**config.mk**
```make
export PLATFORM = sky130hd
export DESIGN_NAME = capacitance_autorange_counter_flat
export DESIGN_NICKNAME = d
export VERILOG_FILES = /design/src/sv/cac_pkg.sv /design/src/sv/cac_in_if.sv /design/src/sv/cac_out_if.sv /design/src/sv/cac_cfg_if.sv /design/src/sv/cac_cfg_regs.sv /design/src/sv/cac_core.sv /design/src/sv/cac_out_stage.sv /design/src/sv/capacitance_autorange_counter.sv /design/src/flat_wrapper.sv
export SDC_FILE = /design/constraint.sdc
export NUM_CORES = 1
export LEC_CHECK = 0
export BUFFER_PORTS_ARGS = -buffer_cell sky130_fd_sc_hd__buf_2
export CORE_ASPECT_RATIO = 0.9
export CORE_MARGIN = 8
export CORE_UTILIZATION = 55
export DETAILED_ROUTE_END_ITERATION = 6
export GPL_TIMING_DRIVEN = 0
export PLACE_DENSITY = 0.85
export SYNTH_ARGS = -nofsm -noshare
export SYNTH_HDL_FRONTEND = slang
export SYNTH_SLANG_ARGS = --single-unit
```
**constraint.sdc**
```tcl
create_clock -name clk -period 4.1 [get_ports clk]
set_input_delay 0 -clock clk [delete_from_list [all_inputs] [get_ports clk]]
set_output_delay 0 -clock clk [all_outputs]
set_load 0.005 [all_outputs]
```
**src/sv/cac_pkg.sv**
```systemverilog
// ----------------------------------------------------------------------------
// cac_pkg
// Shared types, codes and constants of the capacitance auto-range counter.
// ----------------------------------------------------------------------------
`timescale 1ns / 1ps

package cac_pkg;

  // Number of charge resistors and the width of the resistor index.
  localparam int RANGE_COUNT = 4;
  localparam int RANGE_W     = $clog2(RANGE_COUNT);

  localparam logic [RANGE_W-1:0] RANGE_MAX = RANGE_W'(RANGE_COUNT - 1);

  // Event codes carried in the mode field.
  localparam logic [3:0] MODE_PULSE      = 4'd0;
  localparam logic [3:0] MODE_PULSE_OVF  = 4'd1;
  localparam logic [3:0] MODE_FREQ_OVF   = 4'd2;
  localparam logic [3:0] MODE_WINDOW     = 4'd3;
  localparam logic [3:0] MODE_POLL       = 4'd4;
  localparam logic [3:0] MODE_START      = 4'd5;
  localparam logic [3:0] MODE_DISCARD    = 4'd6;
  localparam logic [3:0] MODE_PAUSE      = 4'd7;
  localparam logic [3:0] MODE_RESUME     = 4'd8;
  localparam logic [3:0] MODE_STOP       = 4'd9;

  // Configuration register indexes.
  localparam int CFG_IDX_W = 2;
  localparam logic [CFG_IDX_W-1:0] CFG_FREQ_LIMIT    = 2'd0;
  localparam logic [CFG_IDX_W-1:0] CFG_TIMEOUT_LIMIT = 2'd1;
  localparam logic [CFG_IDX_W-1:0] CFG_MAX_DIVIDER   = 2'd2;

  // Reset values of the configuration registers.
  localparam logic [7:0] FREQ_LIMIT_RST    = 8'd2;
  localparam logic [7:0] TIMEOUT_LIMIT_RST = 8'd2;
  localparam logic [2:0] MAX_DIVIDER_RST   = 3'd6;

  // Window skip counts used by the commands.
  localparam logic [7:0] SKIP_START = 8'd2;
  localparam logic [7:0] SKIP_ONE   = 8'd1;
  localparam logic [7:0] SKIP_PAUSE = 8'hFF;

  localparam logic [2:0] DIVIDER_MIN = 3'd1;

  typedef struct packed {
    logic [3:0]  mode;
    logic [15:0] pulse_width;
    logic        comparator_high;
    logic [15:0] capture_count;
    logic [7:0]  discard_count;
  } item_t;

  typedef struct packed {
    logic        report_valid;
    logic [23:0] oscillation_count;
    logic [31:0] fall_width_sum;
    logic [1:0]  resistor_index;
    logic [2:0]  divider_code;
    logic [3:0]  filter_samples;
    logic        range_changed;
  } result_t;

  typedef struct packed {
    logic [7:0] freq_problem_limit;
    logic [7:0] timeout_error_limit;
    logic [2:0] max_divider_code;
  } cfg_t;

  // Input filter length for each resistor; only the largest resistor uses four.
  function automatic logic [3:0] filter_len(input logic [RANGE_W-1:0] idx);
    logic [3:0] len;
    if (idx == RANGE_W'(0) || idx == RANGE_W'(1)) begin
      len = 4'd8;
    end else if (idx == RANGE_W'(2)) begin
      len = 4'd6;
    end else begin
      len = 4'd4;
    end
    return len;
  endfunction

endpackage

```
**src/sv/cac_in_if.sv**
```systemverilog
// ----------------------------------------------------------------------------
// cac_in_if
// Event request channel with valid/ready handshake.
// ----------------------------------------------------------------------------
`timescale 1ns / 1ps

interface cac_in_if;
  logic        valid;
  logic        ready;
  logic [3:0]  mode;
  logic [15:0] pulse_width;
  logic        comparator_high;
  logic [15:0] capture_count;
  logic [7:0]  discard_count;

  modport source (output valid, mode, pulse_width, comparator_high, capture_count,
                  discard_count, input ready);
  modport sink   (input valid, mode, pulse_width, comparator_high, capture_count,
                  discard_count, output ready);
endinterface

```
**src/sv/cac_out_if.sv**
```systemverilog
// ----------------------------------------------------------------------------
// cac_out_if
// Result request channel with valid/ready handshake.
// ----------------------------------------------------------------------------
`timescale 1ns / 1ps

interface cac_out_if;
  logic        valid;
  logic        ready;
  logic        report_valid;
  logic [23:0] oscillation_count;
  logic [31:0] fall_width_sum;
  logic [1:0]  resistor_index;
  logic [2:0]  divider_code;
  logic [3:0]  filter_samples;
  logic        range_changed;

  modport source (output valid, report_valid, oscillation_count, fall_width_sum,
                  resistor_index, divider_code, filter_samples, range_changed,
                  input ready);
  modport sink   (input valid, report_valid, oscillation_count, fall_width_sum,
                  resistor_index, divider_code, filter_samples, range_changed,
                  output ready);
endinterface

```
**src/sv/cac_cfg_if.sv**
```systemverilog
// ----------------------------------------------------------------------------
// cac_cfg_if
// Configuration write channel with valid/ready handshake.
// ----------------------------------------------------------------------------
`timescale 1ns / 1ps

interface cac_cfg_if;
  logic                           valid;
  logic                           ready;
  logic [cac_pkg::CFG_IDX_W-1:0]  index;
  logic [7:0]                     data;

  modport source (output valid, index, data, input ready);
  modport sink   (input valid, index, data, output ready);
endinterface

```
**src/sv/cac_cfg_regs.sv**
```systemverilog
// ----------------------------------------------------------------------------
// cac_cfg_regs
// Configuration register file, written through the configuration channel.
// ----------------------------------------------------------------------------
`timescale 1ns / 1ps

module cac_cfg_regs (
  input  logic          clk,
  input  logic          rst_n,
  cac_cfg_if.sink       cfg_ch,
  output cac_pkg::cfg_t cfg
);

  cac_pkg::cfg_t cfg_r;
  cac_pkg::cfg_t cfg_nxt;

  assign cfg_ch.ready = 1'b1;

  always_comb begin
    cfg_nxt = cfg_r;
    if (cfg_ch.valid) begin
      case (cfg_ch.index)
        cac_pkg::CFG_FREQ_LIMIT:    cfg_nxt.freq_problem_limit  = cfg_ch.data;
        cac_pkg::CFG_TIMEOUT_LIMIT: cfg_nxt.timeout_error_limit = cfg_ch.data;
        cac_pkg::CFG_MAX_DIVIDER:   cfg_nxt.max_divider_code    = cfg_ch.data[2:0];
        default: ;
      endcase
    end
  end

  always_ff @(posedge clk) begin
    if (!rst_n) begin
      cfg_r.freq_problem_limit  <= cac_pkg::FREQ_LIMIT_RST;
      cfg_r.timeout_error_limit <= cac_pkg::TIMEOUT_LIMIT_RST;
      cfg_r.max_divider_code    <= cac_pkg::MAX_DIVIDER_RST;
    end else begin
      cfg_r <= cfg_nxt;
    end
  end

  assign cfg = cfg_r;

endmodule

```
**src/sv/cac_core.sv**
```systemverilog
// ----------------------------------------------------------------------------
// cac_core
// Measurement state and the single-pass event logic that updates it.
// ----------------------------------------------------------------------------
`timescale 1ns / 1ps

module cac_core (
  input  logic             clk,
  input  logic             rst_n,
  input  logic             fire,
  input  cac_pkg::item_t   item,
  input  cac_pkg::cfg_t    cfg,
  output cac_pkg::result_t result
);

  logic [31:0] sum_run_r, sum_run_nxt;
  logic [31:0] cnt_run_r, cnt_run_nxt;
  logic [31:0] sum_lat_r, sum_lat_nxt;
  logic [31:0] cnt_lat_r, cnt_lat_nxt;
  logic [15:0] prev_cap_r, prev_cap_nxt;
  logic [7:0]  wrap_r, wrap_nxt;
  logic [23:0] osc_lat_r, osc_lat_nxt;
  logic        timeout_r, timeout_nxt;
  logic [cac_pkg::RANGE_W-1:0] range_r, range_nxt;
  logic [2:0]  div_r, div_nxt;
  logic [7:0]  skip_r, skip_nxt;
  logic [7:0]  tstreak_r, tstreak_nxt;
  logic [7:0]  rstreak_r, rstreak_nxt;
  logic        fresh_r, fresh_nxt;

  logic [7:0]  wrap_adj;
  logic [23:0] osc_win;
  logic [31:0] low_bound;
  logic [31:0] high_bound;
  logic        rep_valid;
  logic [cac_pkg::RANGE_W-1:0] show_idx;
  logic [2:0]  show_div;

  assign wrap_adj   = (item.capture_count < prev_cap_r) ? wrap_r - 8'd1 : wrap_r;
  assign osc_win    = {wrap_adj, 16'd0} + {8'd0, item.capture_count} - {8'd0, prev_cap_r};
  assign low_bound  = {cnt_lat_r[24:0], 7'd0};
  assign high_bound = {cnt_lat_r[20:0], 11'd0};

  always_comb begin
    sum_run_nxt  = sum_run_r;
    cnt_run_nxt  = cnt_run_r;
    sum_lat_nxt  = sum_lat_r;
    cnt_lat_nxt  = cnt_lat_r;
    prev_cap_nxt = prev_cap_r;
    wrap_nxt     = wrap_r;
    osc_lat_nxt  = osc_lat_r;
    timeout_nxt  = timeout_r;
    range_nxt    = range_r;
    div_nxt      = div_r;
    skip_nxt     = skip_r;
    tstreak_nxt  = tstreak_r;
    rstreak_nxt  = rstreak_r;
    fresh_nxt    = fresh_r;
    rep_valid    = 1'b0;

    case (item.mode)
      cac_pkg::MODE_PULSE: begin
        if (!item.comparator_high) begin
          sum_run_nxt = sum_run_r + {16'd0, item.pulse_width};
          cnt_run_nxt = cnt_run_r + 32'd1;
        end
      end
      cac_pkg::MODE_PULSE_OVF: timeout_nxt = 1'b1;
      cac_pkg::MODE_FREQ_OVF:  wrap_nxt = wrap_r + 8'd1;
      cac_pkg::MODE_WINDOW: begin
        osc_lat_nxt  = osc_win;
        prev_cap_nxt = item.capture_count;
        sum_lat_nxt  = sum_run_r;
        cnt_lat_nxt  = cnt_run_r;
        sum_run_nxt  = 32'd0;
        cnt_run_nxt  = 32'd0;
        wrap_nxt     = 8'd0;
        if (skip_r == 8'd0) begin
          if (timeout_r) begin
            // Timeouts walk down the resistors, then up the divider, and
            // finally jump two resistors up once the streak passes the limit.
            if (range_r != '0) begin
              range_nxt = range_r - cac_pkg::RANGE_W'(1);
              skip_nxt  = cac_pkg::SKIP_ONE;
            end else if (div_r < cfg.max_divider_code) begin
              div_nxt  = div_r + 3'd1;
              skip_nxt = cac_pkg::SKIP_ONE;
            end else begin
              tstreak_nxt = tstreak_r + 8'd1;
              if (tstreak_r > cfg.timeout_error_limit) begin
                div_nxt   = cac_pkg::DIVIDER_MIN;
                range_nxt = range_r + cac_pkg::RANGE_W'(2);
                skip_nxt  = cac_pkg::SKIP_ONE;
              end
            end
            timeout_nxt = 1'b0;
          end else begin
            fresh_nxt = 1'b1;
          end
        end else begin
          skip_nxt    = skip_r - 8'd1;
          timeout_nxt = 1'b0;
        end
      end
      cac_pkg::MODE_POLL: begin
        if (fresh_r) begin
          rep_valid = 1'b1;
          fresh_nxt = 1'b0;
          if (skip_r == 8'd0) begin
            if (sum_lat_r < low_bound) begin
              // Oscillator too fast: lower the divider, else raise resistor.
              rstreak_nxt = rstreak_r + 8'd1;
              if (rstreak_r > cfg.freq_problem_limit) begin
                if (div_r != cac_pkg::DIVIDER_MIN) begin
                  div_nxt  = div_r - 3'd1;
                  skip_nxt = cac_pkg::SKIP_ONE;
                end else if (range_r < cac_pkg::RANGE_MAX) begin
                  range_nxt = range_r + cac_pkg::RANGE_W'(1);
                  skip_nxt  = cac_pkg::SKIP_ONE;
                end
                rstreak_nxt = 8'd0;
              end
            end else if (sum_lat_r > high_bound && range_r != '0) begin
              rstreak_nxt = rstreak_r + 8'd1;
              if (rstreak_r > cfg.freq_problem_limit) begin
                range_nxt   = range_r - cac_pkg::RANGE_W'(1);
                rstreak_nxt = 8'd0;
              end
            end else begin
              rstreak_nxt = 8'd0;
            end
          end
        end
      end
      cac_pkg::MODE_START: begin
        skip_nxt  = cac_pkg::SKIP_START;
        range_nxt = cac_pkg::RANGE_MAX;
        div_nxt   = cac_pkg::DIVIDER_MIN;
      end
      cac_pkg::MODE_DISCARD: skip_nxt = item.discard_count;
      cac_pkg::MODE_PAUSE:   skip_nxt = cac_pkg::SKIP_PAUSE;
      cac_pkg::MODE_RESUME:  skip_nxt = cac_pkg::SKIP_ONE;
      cac_pkg::MODE_STOP: begin
        sum_run_nxt  = 32'd0;
        cnt_run_nxt  = 32'd0;
        wrap_nxt     = 8'd0;
        prev_cap_nxt = 16'd0;
      end
      default: ;
    endcase
  end

  // A fresh report shows the range it was measured with.
  assign show_idx = rep_valid ? range_r : range_nxt;
  assign show_div = rep_valid ? div_r : div_nxt;

  always_comb begin
    result.report_valid      = rep_valid;
    result.oscillation_count = rep_valid ? osc_lat_r : 24'd0;
    result.fall_width_sum    = rep_valid ? sum_lat_r : 32'd0;
    result.resistor_index    = show_idx[1:0];
    result.divider_code      = show_div;
    result.filter_samples    = cac_pkg::filter_len(show_idx);
    result.range_changed     = (range_nxt != range_r) || (div_nxt != div_r);
  end

  always_ff @(posedge clk) begin
    if (!rst_n) begin
      sum_run_r  <= 32'd0;
      cnt_run_r  <= 32'd0;
      sum_lat_r  <= 32'd0;
      cnt_lat_r  <= 32'd0;
      prev_cap_r <= 16'd0;
      wrap_r     <= 8'd0;
      osc_lat_r  <= 24'd0;
      timeout_r  <= 1'b0;
      range_r    <= cac_pkg::RANGE_MAX;
      div_r      <= cac_pkg::DIVIDER_MIN;
      skip_r     <= cac_pkg::SKIP_START;
      tstreak_r  <= 8'd0;
      rstreak_r  <= 8'd0;
      fresh_r    <= 1'b0;
    end else if (fire) begin
      sum_run_r  <= sum_run_nxt;
      cnt_run_r  <= cnt_run_nxt;
      sum_lat_r  <= sum_lat_nxt;
      cnt_lat_r  <= cnt_lat_nxt;
      prev_cap_r <= prev_cap_nxt;
      wrap_r     <= wrap_nxt;
      osc_lat_r  <= osc_lat_nxt;
      timeout_r  <= timeout_nxt;
      range_r    <= range_nxt;
      div_r      <= div_nxt;
      skip_r     <= skip_nxt;
      tstreak_r  <= tstreak_nxt;
      rstreak_r  <= rstreak_nxt;
      fresh_r    <= fresh_nxt;
    end
  end

  a_div_nonzero: assert property (@(posedge clk) disable iff (!rst_n)
    div_r != 3'd0)
    else $error("divider code reached zero");

  a_window_fresh: assert property (@(posedge clk) disable iff (!rst_n)
    fire && item.mode == cac_pkg::MODE_WINDOW && skip_r == 8'd0 && !timeout_r
    |=> fresh_r)
    else $error("clean window did not mark the measurement fresh");

  a_poll_consumes: assert property (@(posedge clk) disable iff (!rst_n)
    fire && item.mode == cac_pkg::MODE_POLL |=> !fresh_r)
    else $error("poll left the measurement marked fresh");

  a_report_only_poll: assert property (@(posedge clk) disable iff (!rst_n)
    fire && rep_valid |-> item.mode == cac_pkg::MODE_POLL && fresh_r)
    else $error("report raised outside a fresh poll");

endmodule

```
**src/sv/cac_out_stage.sv**
```systemverilog
// ----------------------------------------------------------------------------
// cac_out_stage
// Result register that drives the result channel.
// ----------------------------------------------------------------------------
`timescale 1ns / 1ps

module cac_out_stage (
  input  logic             clk,
  input  logic             rst_n,
  input  logic             load,
  input  cac_pkg::result_t result,
  output logic             can_take,
  cac_out_if.source        out_ch
);

  logic             valid_r, valid_nxt;
  cac_pkg::result_t data_r;

  assign can_take  = !valid_r || out_ch.ready;
  assign valid_nxt = load ? 1'b1 : (valid_r && !out_ch.ready);

  always_ff @(posedge clk) begin
    if (!rst_n) begin
      valid_r <= 1'b0;
    end else begin
      valid_r <= valid_nxt;
    end
  end

  always_ff @(posedge clk) begin
    if (load) begin
      data_r <= result;
    end
  end

  assign out_ch.valid             = valid_r;
  assign out_ch.report_valid      = data_r.report_valid;
  assign out_ch.oscillation_count = data_r.oscillation_count;
  assign out_ch.fall_width_sum    = data_r.fall_width_sum;
  assign out_ch.resistor_index    = data_r.resistor_index;
  assign out_ch.divider_code      = data_r.divider_code;
  assign out_ch.filter_samples    = data_r.filter_samples;
  assign out_ch.range_changed     = data_r.range_changed;

endmodule

```
**src/sv/capacitance_autorange_counter.sv**
```systemverilog
// ----------------------------------------------------------------------------
// capacitance_autorange_counter
// Event-driven auto-ranging core of an RC-oscillator capacitance meter.
// ----------------------------------------------------------------------------
// Path: an accepted event request is held in the input register, and its
// result is then captured in the result register that drives the channel.
// Throughput: one event request per cycle while the result channel keeps up;
// the single state update per event is the only loop.
// Reset: synchronous, active low; all measurement state and the
// configuration registers return to their documented defaults at once.
`timescale 1ns / 1ps

module capacitance_autorange_counter (
  input  logic      clk,
  input  logic      rst_n,
  cac_in_if.sink    in_ch,
  cac_out_if.source out_ch,
  cac_cfg_if.sink   cfg_ch
);

  // Input register: holds one accepted event request until the core and the
  // result register can take it. A request advances whenever the result
  // register is empty or being drained, so while the result side keeps up
  // the input stays open every cycle.
  logic             in_valid_r, in_valid_nxt;
  cac_pkg::item_t   in_item_r;
  logic             advance;
  logic             accept;
  logic             can_take;
  cac_pkg::cfg_t    cfg;
  cac_pkg::result_t core_result;

  assign advance      = in_valid_r && can_take;
  assign in_ch.ready  = !in_valid_r || advance;
  assign accept       = in_ch.valid && in_ch.ready;
  assign in_valid_nxt = accept ? 1'b1 : (in_valid_r && !advance);

  always_ff @(posedge clk) begin
    if (!rst_n) begin
      in_valid_r <= 1'b0;
    end else begin
      in_valid_r <= in_valid_nxt;
    end
  end

  always_ff @(posedge clk) begin
    if (accept) begin
      in_item_r.mode            <= in_ch.mode;
      in_item_r.pulse_width     <= in_ch.pulse_width;
      in_item_r.comparator_high <= in_ch.comparator_high;
      in_item_r.capture_count   <= in_ch.capture_count;
      in_item_r.discard_count   <= in_ch.discard_count;
    end
  end

  // The user must write configuration only while no event is in flight; not enforced here.
  cac_cfg_regs u_cfg (
    .clk    (clk),
    .rst_n  (rst_n),
    .cfg_ch (cfg_ch),
    .cfg    (cfg)
  );

  // The core applies the held event to the measurement state in the same
  // cycle that its result is captured by the result register.
  cac_core u_core (
    .clk    (clk),
    .rst_n  (rst_n),
    .fire   (advance),
    .item   (in_item_r),
    .cfg    (cfg),
    .result (core_result)
  );

  cac_out_stage u_out (
    .clk      (clk),
    .rst_n    (rst_n),
    .load     (advance),
    .result   (core_result),
    .can_take (can_take),
    .out_ch   (out_ch)
  );

  a_hold_when_blocked: assert property (@(posedge clk) disable iff (!rst_n)
    in_valid_r && !can_take |=> in_valid_r)
    else $error("held event request was lost while the result register was full");

  a_ready_when_empty: assert property (@(posedge clk) disable iff (!rst_n)
    !in_valid_r |-> in_ch.ready)
    else $error("input not ready with an empty input register");

  a_advance_loads: assert property (@(posedge clk) disable iff (!rst_n)
    advance |=> out_ch.valid)
    else $error("advanced event produced no result");

endmodule

```
**src/flat_wrapper.sv**
```systemverilog
// flat-port wrapper written by rule: the top's interface ports become plain ports
module capacitance_autorange_counter_flat 
  (clk, rst_n, in_ch_valid, in_ch_mode, in_ch_pulse_width, in_ch_comparator_high, in_ch_capture_count, in_ch_discard_count, in_ch_ready, out_ch_valid, out_ch_report_valid, out_ch_oscillation_count, out_ch_fall_width_sum, out_ch_resistor_index, out_ch_divider_code, out_ch_filter_samples, out_ch_range_changed, out_ch_ready, cfg_ch_valid, cfg_ch_index, cfg_ch_data, cfg_ch_ready);
  cac_in_if in_ch_i ();
  cac_out_if out_ch_i ();
  cac_cfg_if cfg_ch_i ();
  input  logic clk;
  input  logic rst_n;
  input wire logic [$bits(in_ch_i.valid)-1:0] in_ch_valid;
  input wire logic [$bits(in_ch_i.mode)-1:0] in_ch_mode;
  input wire logic [$bits(in_ch_i.pulse_width)-1:0] in_ch_pulse_width;
  input wire logic [$bits(in_ch_i.comparator_high)-1:0] in_ch_comparator_high;
  input wire logic [$bits(in_ch_i.capture_count)-1:0] in_ch_capture_count;
  input wire logic [$bits(in_ch_i.discard_count)-1:0] in_ch_discard_count;
  output wire logic [$bits(in_ch_i.ready)-1:0] in_ch_ready;
  output wire logic [$bits(out_ch_i.valid)-1:0] out_ch_valid;
  output wire logic [$bits(out_ch_i.report_valid)-1:0] out_ch_report_valid;
  output wire logic [$bits(out_ch_i.oscillation_count)-1:0] out_ch_oscillation_count;
  output wire logic [$bits(out_ch_i.fall_width_sum)-1:0] out_ch_fall_width_sum;
  output wire logic [$bits(out_ch_i.resistor_index)-1:0] out_ch_resistor_index;
  output wire logic [$bits(out_ch_i.divider_code)-1:0] out_ch_divider_code;
  output wire logic [$bits(out_ch_i.filter_samples)-1:0] out_ch_filter_samples;
  output wire logic [$bits(out_ch_i.range_changed)-1:0] out_ch_range_changed;
  input wire logic [$bits(out_ch_i.ready)-1:0] out_ch_ready;
  input wire logic [$bits(cfg_ch_i.valid)-1:0] cfg_ch_valid;
  input wire logic [$bits(cfg_ch_i.index)-1:0] cfg_ch_index;
  input wire logic [$bits(cfg_ch_i.data)-1:0] cfg_ch_data;
  output wire logic [$bits(cfg_ch_i.ready)-1:0] cfg_ch_ready;
  assign in_ch_i.valid = in_ch_valid;
  assign in_ch_i.mode = in_ch_mode;
  assign in_ch_i.pulse_width = in_ch_pulse_width;
  assign in_ch_i.comparator_high = in_ch_comparator_high;
  assign in_ch_i.capture_count = in_ch_capture_count;
  assign in_ch_i.discard_count = in_ch_discard_count;
  assign in_ch_ready = in_ch_i.ready;
  assign out_ch_valid = out_ch_i.valid;
  assign out_ch_report_valid = out_ch_i.report_valid;
  assign out_ch_oscillation_count = out_ch_i.oscillation_count;
  assign out_ch_fall_width_sum = out_ch_i.fall_width_sum;
  assign out_ch_resistor_index = out_ch_i.resistor_index;
  assign out_ch_divider_code = out_ch_i.divider_code;
  assign out_ch_filter_samples = out_ch_i.filter_samples;
  assign out_ch_range_changed = out_ch_i.range_changed;
  assign out_ch_i.ready = out_ch_ready;
  assign cfg_ch_i.valid = cfg_ch_valid;
  assign cfg_ch_i.index = cfg_ch_index;
  assign cfg_ch_i.data = cfg_ch_data;
  assign cfg_ch_ready = cfg_ch_i.ready;
  capacitance_autorange_counter u_core (.clk(clk), .rst_n(rst_n), .in_ch(in_ch_i), .out_ch(out_ch_i), .cfg_ch(cfg_ch_i));
endmodule
```
==> metrics.md, run 1 <==
| Metric | Value |
|---|---|
| RSZ-0062 raised after global routing | `false` |
| Vias in the first global route | `14200` |
| Clock latency at the later pin of the worst-skew pair | `0.52 ns` |
| Critical path arrival | `4.24 ns` |
| Most common library cells after synthesis | `sky130_fd_sc_hd__nand2_1 (240), sky130_fd_sc_hd__dfxtp_1 (214), sky130_fd_sc_hd__a21oi_1 (174)` |
| Total stage count of the critical path | `11` |
| Total Routing Usage GR | `0.257` |
| Number of buffers created by CTS | `34` |
| Max Cap Violations | `0` |
| Number of clock sinks | `325` |
| Clock tree from TritonCTS | `done` |
| Distinct cell type count after synthesis | `79` |
| Routed vias | `14600` |
| Number of nets in the layout | `2188` |
| Final instance count without filler cells | `2436` |
| Worst Hold Depth | `2` |
| Crit-path max FO | `10` |
| Worst slew margin | `0.234` |
| Detailed-router iteration count before antenna repair | `6` |
| Path class of the lowest-slack min-delay path | `input pin to register` |
| Number of synthesized flops with an enable pin | `111` |
| Die width | `197 um` |
| Maximum level of the CTS H-tree | `2` |
| Setup-failing EPs final | `0` |
| Final Max Slew Viols | `0` |
| Initial standard-cell utilization of the core | `0.561` |
| Vias/cell | `6.01` |
| Worst IR drop on VDD | `0.454 mV` |
| Global-route congestion overflow total | `0` |
| Mapped Nets | `1962` |
| Clock-pin slew on the worst setup and hold paths | `0.06 ns` |
| FF+latch area | `7620 sq um` |
| Cell repeated most along the worst path | `sky130_fd_sc_hd__a21o_1` |
| Routed wire length per instance | `19.2 um` |
| Peak per-stage delay on the critical path | `0.58 ns` |
| Instance count after placement with tap cells included | `2314` |
| Gate Count Post-Synth | `1789` |
| Number of antenna cells inserted | `0` |
| Count of boundary I/O pins | `130` |
| PD cells | `380 nW/um^2` |
| Area used by multi-input combinational logic | `7970 sq um` |
| Setup Slack @ Placement | `-0.0653 ns` |
| Hold violation count in the final report | `0` |
| Cell class contributing the biggest share of worst-path delay | `compound AO/OA/AOI/OAI gates` |
| Largest area contributor in the netlist | `sky130_fd_sc_hd__dfxtp_1` |
| Largest net degree at the start of global routing | `37` |
| Setup Crit Path Kind | `register to register` |
| Final min period | `3.83 ns` |
| Routability Congestion | `0.935` |
| Count of buffers from port buffering | `127` |
| Actual slew at the worst max-slew pin | `1.14 ns` |
| Synth Flop Type | `sky130_fd_sc_hd__dfxtp_1` |
| # fillers | `2171` |
| DIE HEIGHT | `179 um` |
| Kind of end point of the critical path | `register` |
| Die area | `35300 sq um` |
| Setup WS post-layout | `0.270 ns` |
| Share of final-layout standard cells stronger than drive strength 1 | `0.103` |
| Tcrit/Tclk final | `0.934` |
| Worst path required time | `4.51 ns` |
| Warnings, synthesis | `0` |
| Cell chosen for the clock root | `sky130_fd_sc_hd__clkbuf_16` |
| Fraction of registers with async set/reset | `0` |
| Wire length of the first global-routing pass | `73.5 mm` |
| Share of synthesized area occupied by flip-flops and latches | `0.468` |
| Cell Chain, Critical Path | `ha_1 > a21o_1 > a21o_1 > a221oi_1 > o211ai_1 > a31oi_2 > a31oi_1 > a311oi_2 > clkbuf_1 > o21ai_0 > a31o_2` |
| Initial drt markers | `1379` |
| Std-Cell Core Area | `29000 sq um` |
| Detailed placement HPWL | `32.7 mm` |
| Post-Route Skew | `0.0248 ns` |
| Share of Yosys cell area claimed by the top area cell type | `0.263` |
| Area Growth Syn to Fin | `18.5%` |
| Standby leakage power | `7.70 nW` |
| Status | `complete, no violations` |
| Synthesis-stage register bit count | `325` |
| Detailed-route wire length | `46.9 mm` |
| Total non-filler cell area in the finished layout | `19300 sq um` |
| Worst-path cell with the longest stage delay | `sky130_fd_sc_hd__a311oi_2` |
| Cell area reported after detailed placement | `17400 sq um` |
| R2R depth | `11` |
| Num rows | `59` |
| Cell area after synthesis | `16300 sq um` |
| Remaining routing DRC violations | `0` |
| CP Launch Type | `register` |
| Number of buffer and inverter instances along the worst setup path | `1` |
| Highest clock rate | `261 MHz` |
| Clock buffer depth | `3` |
| Count of nets left with antenna violations after detail routing | `0` |
| Biggest area contributors in the synthesized netlist | `sky130_fd_sc_hd__dfxtp_1 (26%), sky130_fd_sc_hd__edfxtp_1 (20%), sky130_fd_sc_hd__ha_1 (8.5%)` |
| Syn_area_per_cell | `9.09 sq um` |
| Library cell with the highest instance count after synthesis | `sky130_fd_sc_hd__nand2_1` |
| Number of antenna violations at the first check in global routing | `0` |
through the flow:
stage	total power, mW	utilization	TNS, ns	hold WS, ns
floorplan	3.80	-	0	0.0989
global placement	3.97	0.600	-32.13	0.177
detailed placement	3.98	0.601	-0.193	0.178
CTS	7.33	0.664	0	0.173
global route	7.52	0.664	0	0.182
finish	7.33	0.664	0	0.191
flip-flops by register name (all words and copies together) (netlist names), 2 cells and up:
name	flops
u_core.u_core.cnt_run_r	25
u_core.u_core.wrap_r	8
u_core.u_out.out_ch.resistor_index	2
u_core.u_out.out_ch.filter_samples	3
u_core.u_cfg.cfg	19
u_core.u_core.prev_cap_r	16
u_core.u_out.out_ch.fall_width_sum	32
u_core.u_core.cnt_lat_r	25
u_core.u_core.sum_lat_r	32
u_core.in_item_r	45
u_core.u_core.div_r	3
u_core.u_out.out_ch.divider_code	3
u_core.u_core.sum_run_r	32
u_core.u_core.tstreak_r	8
u_core.u_core.osc_lat_r	24
u_core.u_core.skip_r	8
u_core.u_core.range_r	2
u_core.u_core.rstreak_r	8
u_core.u_out.out_ch.oscillation_count	24
report_power, final:
| part | switching [mW] | total [mW] | internal, mW |
|---|---|---|---|
| sequential | 0.0394 | 3.44 | 3.40 |
| clock | 1.30 | 3.35 | 2.05 |
| combinational | 0.330 | 0.542 | 0.212 |
| total | 1.67 | 7.33 | 5.66 |
cell type report:
class	instances	share of cell area
buffer	89	0.0180
clock buffer	43	0.0480
clock inverter	18	0.0145
inverter	93	0.0182
multi-input combinational	1282	0.414
sequential	325	0.395
tap	396	0.0257
timing repair buffer	190	0.0667
logic make-up after synthesis:
family | synth area share
AO/OA/AOI/OAI | 0.158
XOR/XNOR | 0.0350
adder cells (fa/ha/maj) | 0.0878
buffers and inverters | 0.0428
flip-flops | 0.468
multiplexers | 0.00931
other | 0.000462
AND/OR/NAND/NOR | 0.198
placed cells by master, fill, tap and decap left out, types with 26 or more instances in the layout:
| master | synthesis | layout |
|---|---|---|
| sky130_fd_sc_hd__clkbuf_16 | 0 | 35 |
| sky130_fd_sc_hd__nor2_1 | 140 | 140 |
| sky130_fd_sc_hd__nand3_1 | 41 | 41 |
| sky130_fd_sc_hd__or3_1 | 26 | 26 |
| sky130_fd_sc_hd__nand4_1 | 27 | 27 |
| sky130_fd_sc_hd__dfxtp_1 | 214 | 214 |
| sky130_fd_sc_hd__and3_1 | 81 | 81 |
| sky130_fd_sc_hd__clkbuf_1 | 80 | 86 |
| sky130_fd_sc_hd__a21oi_1 | 174 | 174 |
| sky130_fd_sc_hd__xnor2_1 | 33 | 33 |
| sky130_fd_sc_hd__buf_2 | 0 | 127 |
| sky130_fd_sc_hd__a21o_1 | 28 | 28 |
| sky130_fd_sc_hd__o21ai_0 | 76 | 76 |
| sky130_fd_sc_hd__xor2_1 | 32 | 32 |
| sky130_fd_sc_hd__nand2_1 | 240 | 240 |
| sky130_fd_sc_hd__ha_1 | 111 | 111 |
| sky130_fd_sc_hd__edfxtp_1 | 111 | 111 |
| sky130_fd_sc_hd__dlygate4sd3_1 | 0 | 61 |
| sky130_fd_sc_hd__inv_1 | 91 | 90 |
path summary, 6_finish.rpt:
path	start	end	slack, ns
max	u_core.u_core.sum_lat_r[14]	u_core.u_core.skip_r[4]	0.27
min	in_ch_capture_count[5]	u_core.in_item_r[13]	0.19
max reg2reg	u_core.u_core.sum_lat_r[14]	u_core.u_core.skip_r[4]	0.27
min reg2reg	u_core.u_core.osc_lat_r[14]	u_core.u_core.osc_lat_r[14]	0.45
layer usage:
metal / up-vias / wire [um] / share of wire / track usage
li1: 6831 / - / - / -
met1: 6932 / 19500 / 0.42 / 0.327
met2: 713 / 21400 / 0.46 / 0.424
met3: 165 / 4140 / 0.088 / 0.0494
met4: 0 / 1820 / 0.039 / 0.108
met5: - / 0 / 0 / 0
worst reg2reg max path, stage by stage (launching register included):
cell and delay, ns:
sky130_fd_sc_hd__dfxtp_1 0.42, sky130_fd_sc_hd__ha_1 0.29, sky130_fd_sc_hd__a21o_1 0.18, sky130_fd_sc_hd__a21o_1 0.17, sky130_fd_sc_hd__a221oi_1 0.28, sky130_fd_sc_hd__o211ai_1 0.23
sky130_fd_sc_hd__a31oi_2 0.43, sky130_fd_sc_hd__a31oi_1 0.23, sky130_fd_sc_hd__a311oi_2 0.58, sky130_fd_sc_hd__clkbuf_1 0.42, sky130_fd_sc_hd__o21ai_0 0.20, sky130_fd_sc_hd__a31o_2 0.28
timing repair:
item                                    4_1_cts  5_1_grt
buffers inserted                              0        0
endpoints found under the hold margin        70        0
gates resized for setup                       1        1
endpoints found under the setup margin        5        5
hold buffers                                 61        0
Power figures use the tool's default switching activity.
==> inputs of run 2 (changes only) <==
--- a/config.mk
+++ b/config.mk
@@ -14,4 +14,5 @@
 export PLACE_DENSITY = 0.85
 export SYNTH_ARGS = -nofsm -noshare
 export SYNTH_HDL_FRONTEND = slang
+export SYNTH_HIERARCHICAL = 1
 export SYNTH_SLANG_ARGS = --single-unit
==> metrics.md, run 2 <==
| Metric | Value |
|---|---|
| Total negative setup slack | `0 ns (unchanged)` |
| Number of buffers created by CTS | `35 (+2.9%)` |
| Actual slew at the worst max-slew pin | `1.09 ns (-0.0496 ns)` |
| # fillers | `2279 (+5.0%)` |
| Warnings, synthesis | `6 (+6)` |
| Biggest area contributors in the synthesized netlist | `sky130_fd_sc_hd__dfxtp_1 (26%), sky130_fd_sc_hd__edfxtp_1 (20%), sky130_fd_sc_hd__ha_1 (8.3%)` |
| Initial drt markers | `1442 (+4.6%)` |
| Synthesis-stage register bit count | `326 (+0.31%)` |
| Number of synthesized flops with an enable pin | `112 (+0.90%)` |
| Portion of total power attributed to combinational logic | `0.077 (+0.003)` |
| Number of flip-flops in the largest register | `45 (unchanged)` |
| Vias in the first global route | `14200 (+0.21%)` |
| Worst IR drop on VDD | `0.318 mV (-30%)` |
| Final instance count without filler cells | `2493 (+2.3%)` |
| Hold violation count in the final report | `0 (unchanged)` |
| Cell area after synthesis | `16600 sq um (+2.1%)` |
| Post-Route Skew | `0.0223 ns (-0.00248 ns)` |
| Distinct cell type count after synthesis | `89 (+13%)` |
| Top routing layer in use | `met4` |
| Worst slew margin | `0.267 (+0.0333)` |
| PD cells | `371 nW/um^2 (-2.3%)` |
| Setup Crit Path Kind | `register to register` |
| Number of antenna violations at the first check in global routing | `1 (+1)` |
| Detailed placement HPWL | `33.2 mm (+1.6%)` |
| Count of boundary I/O pins | `130 (unchanged)` |
| RSZ-0062 raised after global routing | `false` |
| Detailed-route wire length | `46.6 mm (-0.60%)` |
| Num rows | `60 (+1.7%)` |
| Routability Congestion | `0.930 (-0.52%)` |
| Clock buffer depth | `3 (unchanged)` |
| Tcrit/Tclk final | `0.934 (about the same)` |
| Number of antenna cells inserted | `0 (unchanged)` |
| Remaining routing DRC violations | `0 (unchanged)` |
| Pwr Total | `7.28 mW (-0.76%)` |
| Clock share of power | `0.448 (-0.009)` |
| Global-route congestion overflow total | `0 (unchanged)` |
| Instance count after placement with tap cells included | `2368 (+2.3%)` |
| Final Max Slew Viols | `0 (unchanged)` |
| Number of hold buffers added after cts | `61 (unchanged)` |
| Wire length of the first global-routing pass | `74.0 mm (+0.67%)` |
| Path class of the lowest-slack min-delay path | `input pin to register` |
| R2R depth | `12 (+1)` |
| Worst path required time | `4.54 ns (+0.03 ns)` |
| Kind of end point of the critical path | `register` |
| Switch share | `0.238 (+0.0109)` |
| Standby leakage power | `7.73 nW (+0.27%)` |
| Syn_area_per_cell | `9.04 sq um (-0.55%)` |
| Share of final-layout standard cells stronger than drive strength 1 | `0.111 (+0.00759)` |
| Register with the most flip-flops | `u_core/in_item_r` |
| Largest area contributor in the netlist | `sky130_fd_sc_hd__dfxtp_1` |
| Gate Count Post-Synth | `1836 (+2.6%)` |
| Share of Yosys cell area claimed by the top area cell type | `0.258 (-0.00532)` |
| Clock-pin slew on the worst setup and hold paths | `0.07 ns (about the same)` |
| Initial standard-cell utilization of the core | `0.557 (-0.00365)` |
| Highest clock rate | `261 MHz (about the same)` |
| Maximum level of the CTS H-tree | `2 (unchanged)` |
| Number of clock sinks | `326 (+0.31%)` |
| Crit-path max FO | `54 (+44)` |
| Die area | `36000 sq um (+1.9%)` |
| Die width | `199 um (+0.94%)` |
| Flop pwr share | `0.475 (+0.006)` |
| Synth Flop Type | `sky130_fd_sc_hd__dfxtp_1` |
| Count of buffers from port buffering | `128 (+0.79%)` |
| Library cell with the highest instance count after synthesis | `sky130_fd_sc_hd__nand2_1` |
| Status | `complete, no violations` |
| Area Growth Syn to Fin | `18.0%` |
| P_int | `5.54 mW (-2.2%)` |
| Area used by multi-input combinational logic | `8250 sq um (+3.5%)` |
| Count of nets left with antenna violations after detail routing | `0 (unchanged)` |
| FF+latch area | `7650 sq um (+0.39%)` |
| Setup-failing EPs final | `0 (unchanged)` |
| Largest net degree at the start of global routing | `55 (+49%)` |
| Total routed wire length on the met1 layer | `19.4 mm (-0.90%)` |
| Total Routing Usage GR | `0.252 (-0.00475)` |
| Total of cells resized after clock tree synthesis | `0 (-1)` |
| Switch Pwr | `1.73 mW (+4.0%)` |
| Critical path arrival | `4.27 ns (+0.03 ns)` |
| Highest-count cells in the layout ignoring fill and taps | `sky130_fd_sc_hd__nand2_1 (273), sky130_fd_sc_hd__dfxtp_1 (214), sky130_fd_sc_hd__a21oi_1 (174)` |
| Most frequent standard cell in the layout excluding fill and tap cells | `sky130_fd_sc_hd__nand2_1` |
| Routed vias | `14800 (+0.83%)` |
| Fraction of registers with async set/reset | `0 (unchanged)` |
| Detailed-router iteration count before antenna repair | `5 (-1)` |
| Worst Hold Depth | `2 (unchanged)` |
| CP Launch Type | `register` |
| Met3 wirelength from detailed routing | `3.79 mm (-8.6%)` |
| Vias/cell | `5.92 (-1.5%)` |
| Most common library cells after synthesis | `sky130_fd_sc_hd__nand2_1 (273), sky130_fd_sc_hd__dfxtp_1 (214), sky130_fd_sc_hd__a21oi_1 (174)` |
| Final min period | `3.83 ns (-0.00127 ns)` |
| Clock latency at the later pin of the worst-skew pair | `0.54 ns (+0.02 ns)` |
| Clock tree from TritonCTS | `done` |
| Std-Cell Core Area | `29800 sq um (+2.7%)` |
| DIE HEIGHT | `181 um (+0.93%)` |
| Minimum hold slack | `0.167 ns (-0.0244 ns)` |
| Number of nets in the layout | `2235 (+2.1%)` |
| Post-CTS setup buffer count | `0 (unchanged)` |
| Share of synthesized area occupied by flip-flops and latches | `0.461 (-0.00765)` |
| Cell chosen for the clock root | `sky130_fd_sc_hd__clkbuf_16` |
| Met2 Routed Length | `21.4 mm (+0.16%)` |
| Mapped Nets | `2008 (+2.3%)` |
| Max Cap Violations | `0 (unchanged)` |
| Routed wire length per instance | `18.7 um (-2.9%)` |
[run 2: cell count changes after synthesis, moves of 7 or more]
cell                       before  now
sky130_fd_sc_hd__o21ai_0       76   83
sky130_fd_sc_hd__nand3_1       41   73
sky130_fd_sc_hd__mux2i_1       14   21
sky130_fd_sc_hd__and4_1         1    8
sky130_fd_sc_hd__nand2_1      240  273
sky130_fd_sc_hd__clkbuf_1      80   72
sky130_fd_sc_hd__a21o_1        28   17
sky130_fd_sc_hd__nor3_1        22   30
sky130_fd_sc_hd__o31ai_1       10    3
sky130_fd_sc_hd__o211ai_1      17    5
sky130_fd_sc_hd__nor2_1       140  122
sky130_fd_sc_hd__or2_2          0    8
[run 2: logic make-up after synthesis]
| kind of cell | count (synthesis) | share of synthesized area |
|---|---|---|
| xor+xnor | 71 | 0.0375 |
| fa+ha+maj | 112 | 0.0853 |
| other cells | 2 | 0.000452 |
| flops | 326 | 0.461 |
| mux | 21 | 0.0127 |
| compound gates | 397 | 0.147 |
| buf+inv | 180 | 0.0424 |
| simple gates | 727 | 0.214 |
[run 2: metrics by stage]
stage / instance area (sq um) / setup WS (ns) / util
finish: 19600 / 0.271 / 0.657
detailed placement: 17800 / 0.431 / 0.596
global route: 19600 / 0.0766 / 0.657
global placement: 17700 / -0.480 / 0.595
floorplan: 16600 / 0.623 / -
CTS: 19600 / 0.388 / 0.657
[run 2: critical path: stages (launching register included)]
cell                       delay (ns)
sky130_fd_sc_hd__dfxtp_1         0.35
sky130_fd_sc_hd__nand2b_4        0.10
sky130_fd_sc_hd__and2_4          0.37
sky130_fd_sc_hd__buf_16          0.31
sky130_fd_sc_hd__inv_1           0.19
sky130_fd_sc_hd__nor2_1          0.42
sky130_fd_sc_hd__o21a_1          0.31
sky130_fd_sc_hd__nand4_1         0.26
sky130_fd_sc_hd__or2_1           0.37
sky130_fd_sc_hd__nor3_2          0.31
sky130_fd_sc_hd__nand3_1         0.19
sky130_fd_sc_hd__or3_1           0.35
sky130_fd_sc_hd__a21oi_1         0.18
[run 2: power groups by stage]
stage / registers [mW] / clock network, mW / logic (mW)
global placement: 3.52 / 0 / 0.475
floorplan: 3.52 / 0 / 0.319
finish: 3.46 / 3.26 / 0.562
detailed placement: 3.52 / 0 / 0.496
global route: 3.46 / 3.42 / 0.606
CTS: 3.45 / 3.29 / 0.544
[run 2: per-layer routing]
layer	vias up	GRT usage
met3	143	0.0401
met2	691	0.407
li1	6985	-
met4	0	0.112
met1	6943	0.328
met5	-	0
[run 2: cell type report]
class                      instances  area share
sequential                       326       0.390
tap                              403      0.0257
buffer                            83      0.0174
clock buffer                      45      0.0498
timing repair buffer             190      0.0653
clock inverter                    19      0.0118
inverter                          97      0.0186
multi-input combinational       1330       0.421
[run 2: worst paths after layout]
kind / startpoint / end / slack, ns
setup / recovery: u_core/u_out/out_ch.valid / u_core/u_core/cnt_run_r[22] / 0.27
hold / removal: in_ch_capture_count[5] / u_core/in_item_r[13] / 0.17
setup reg to reg: u_core/u_out/out_ch.valid / u_core/u_core/cnt_run_r[22] / 0.27
hold reg to reg: u_core/u_core/osc_lat_r[18] / u_core/u_core/osc_lat_r[18] / 0.45
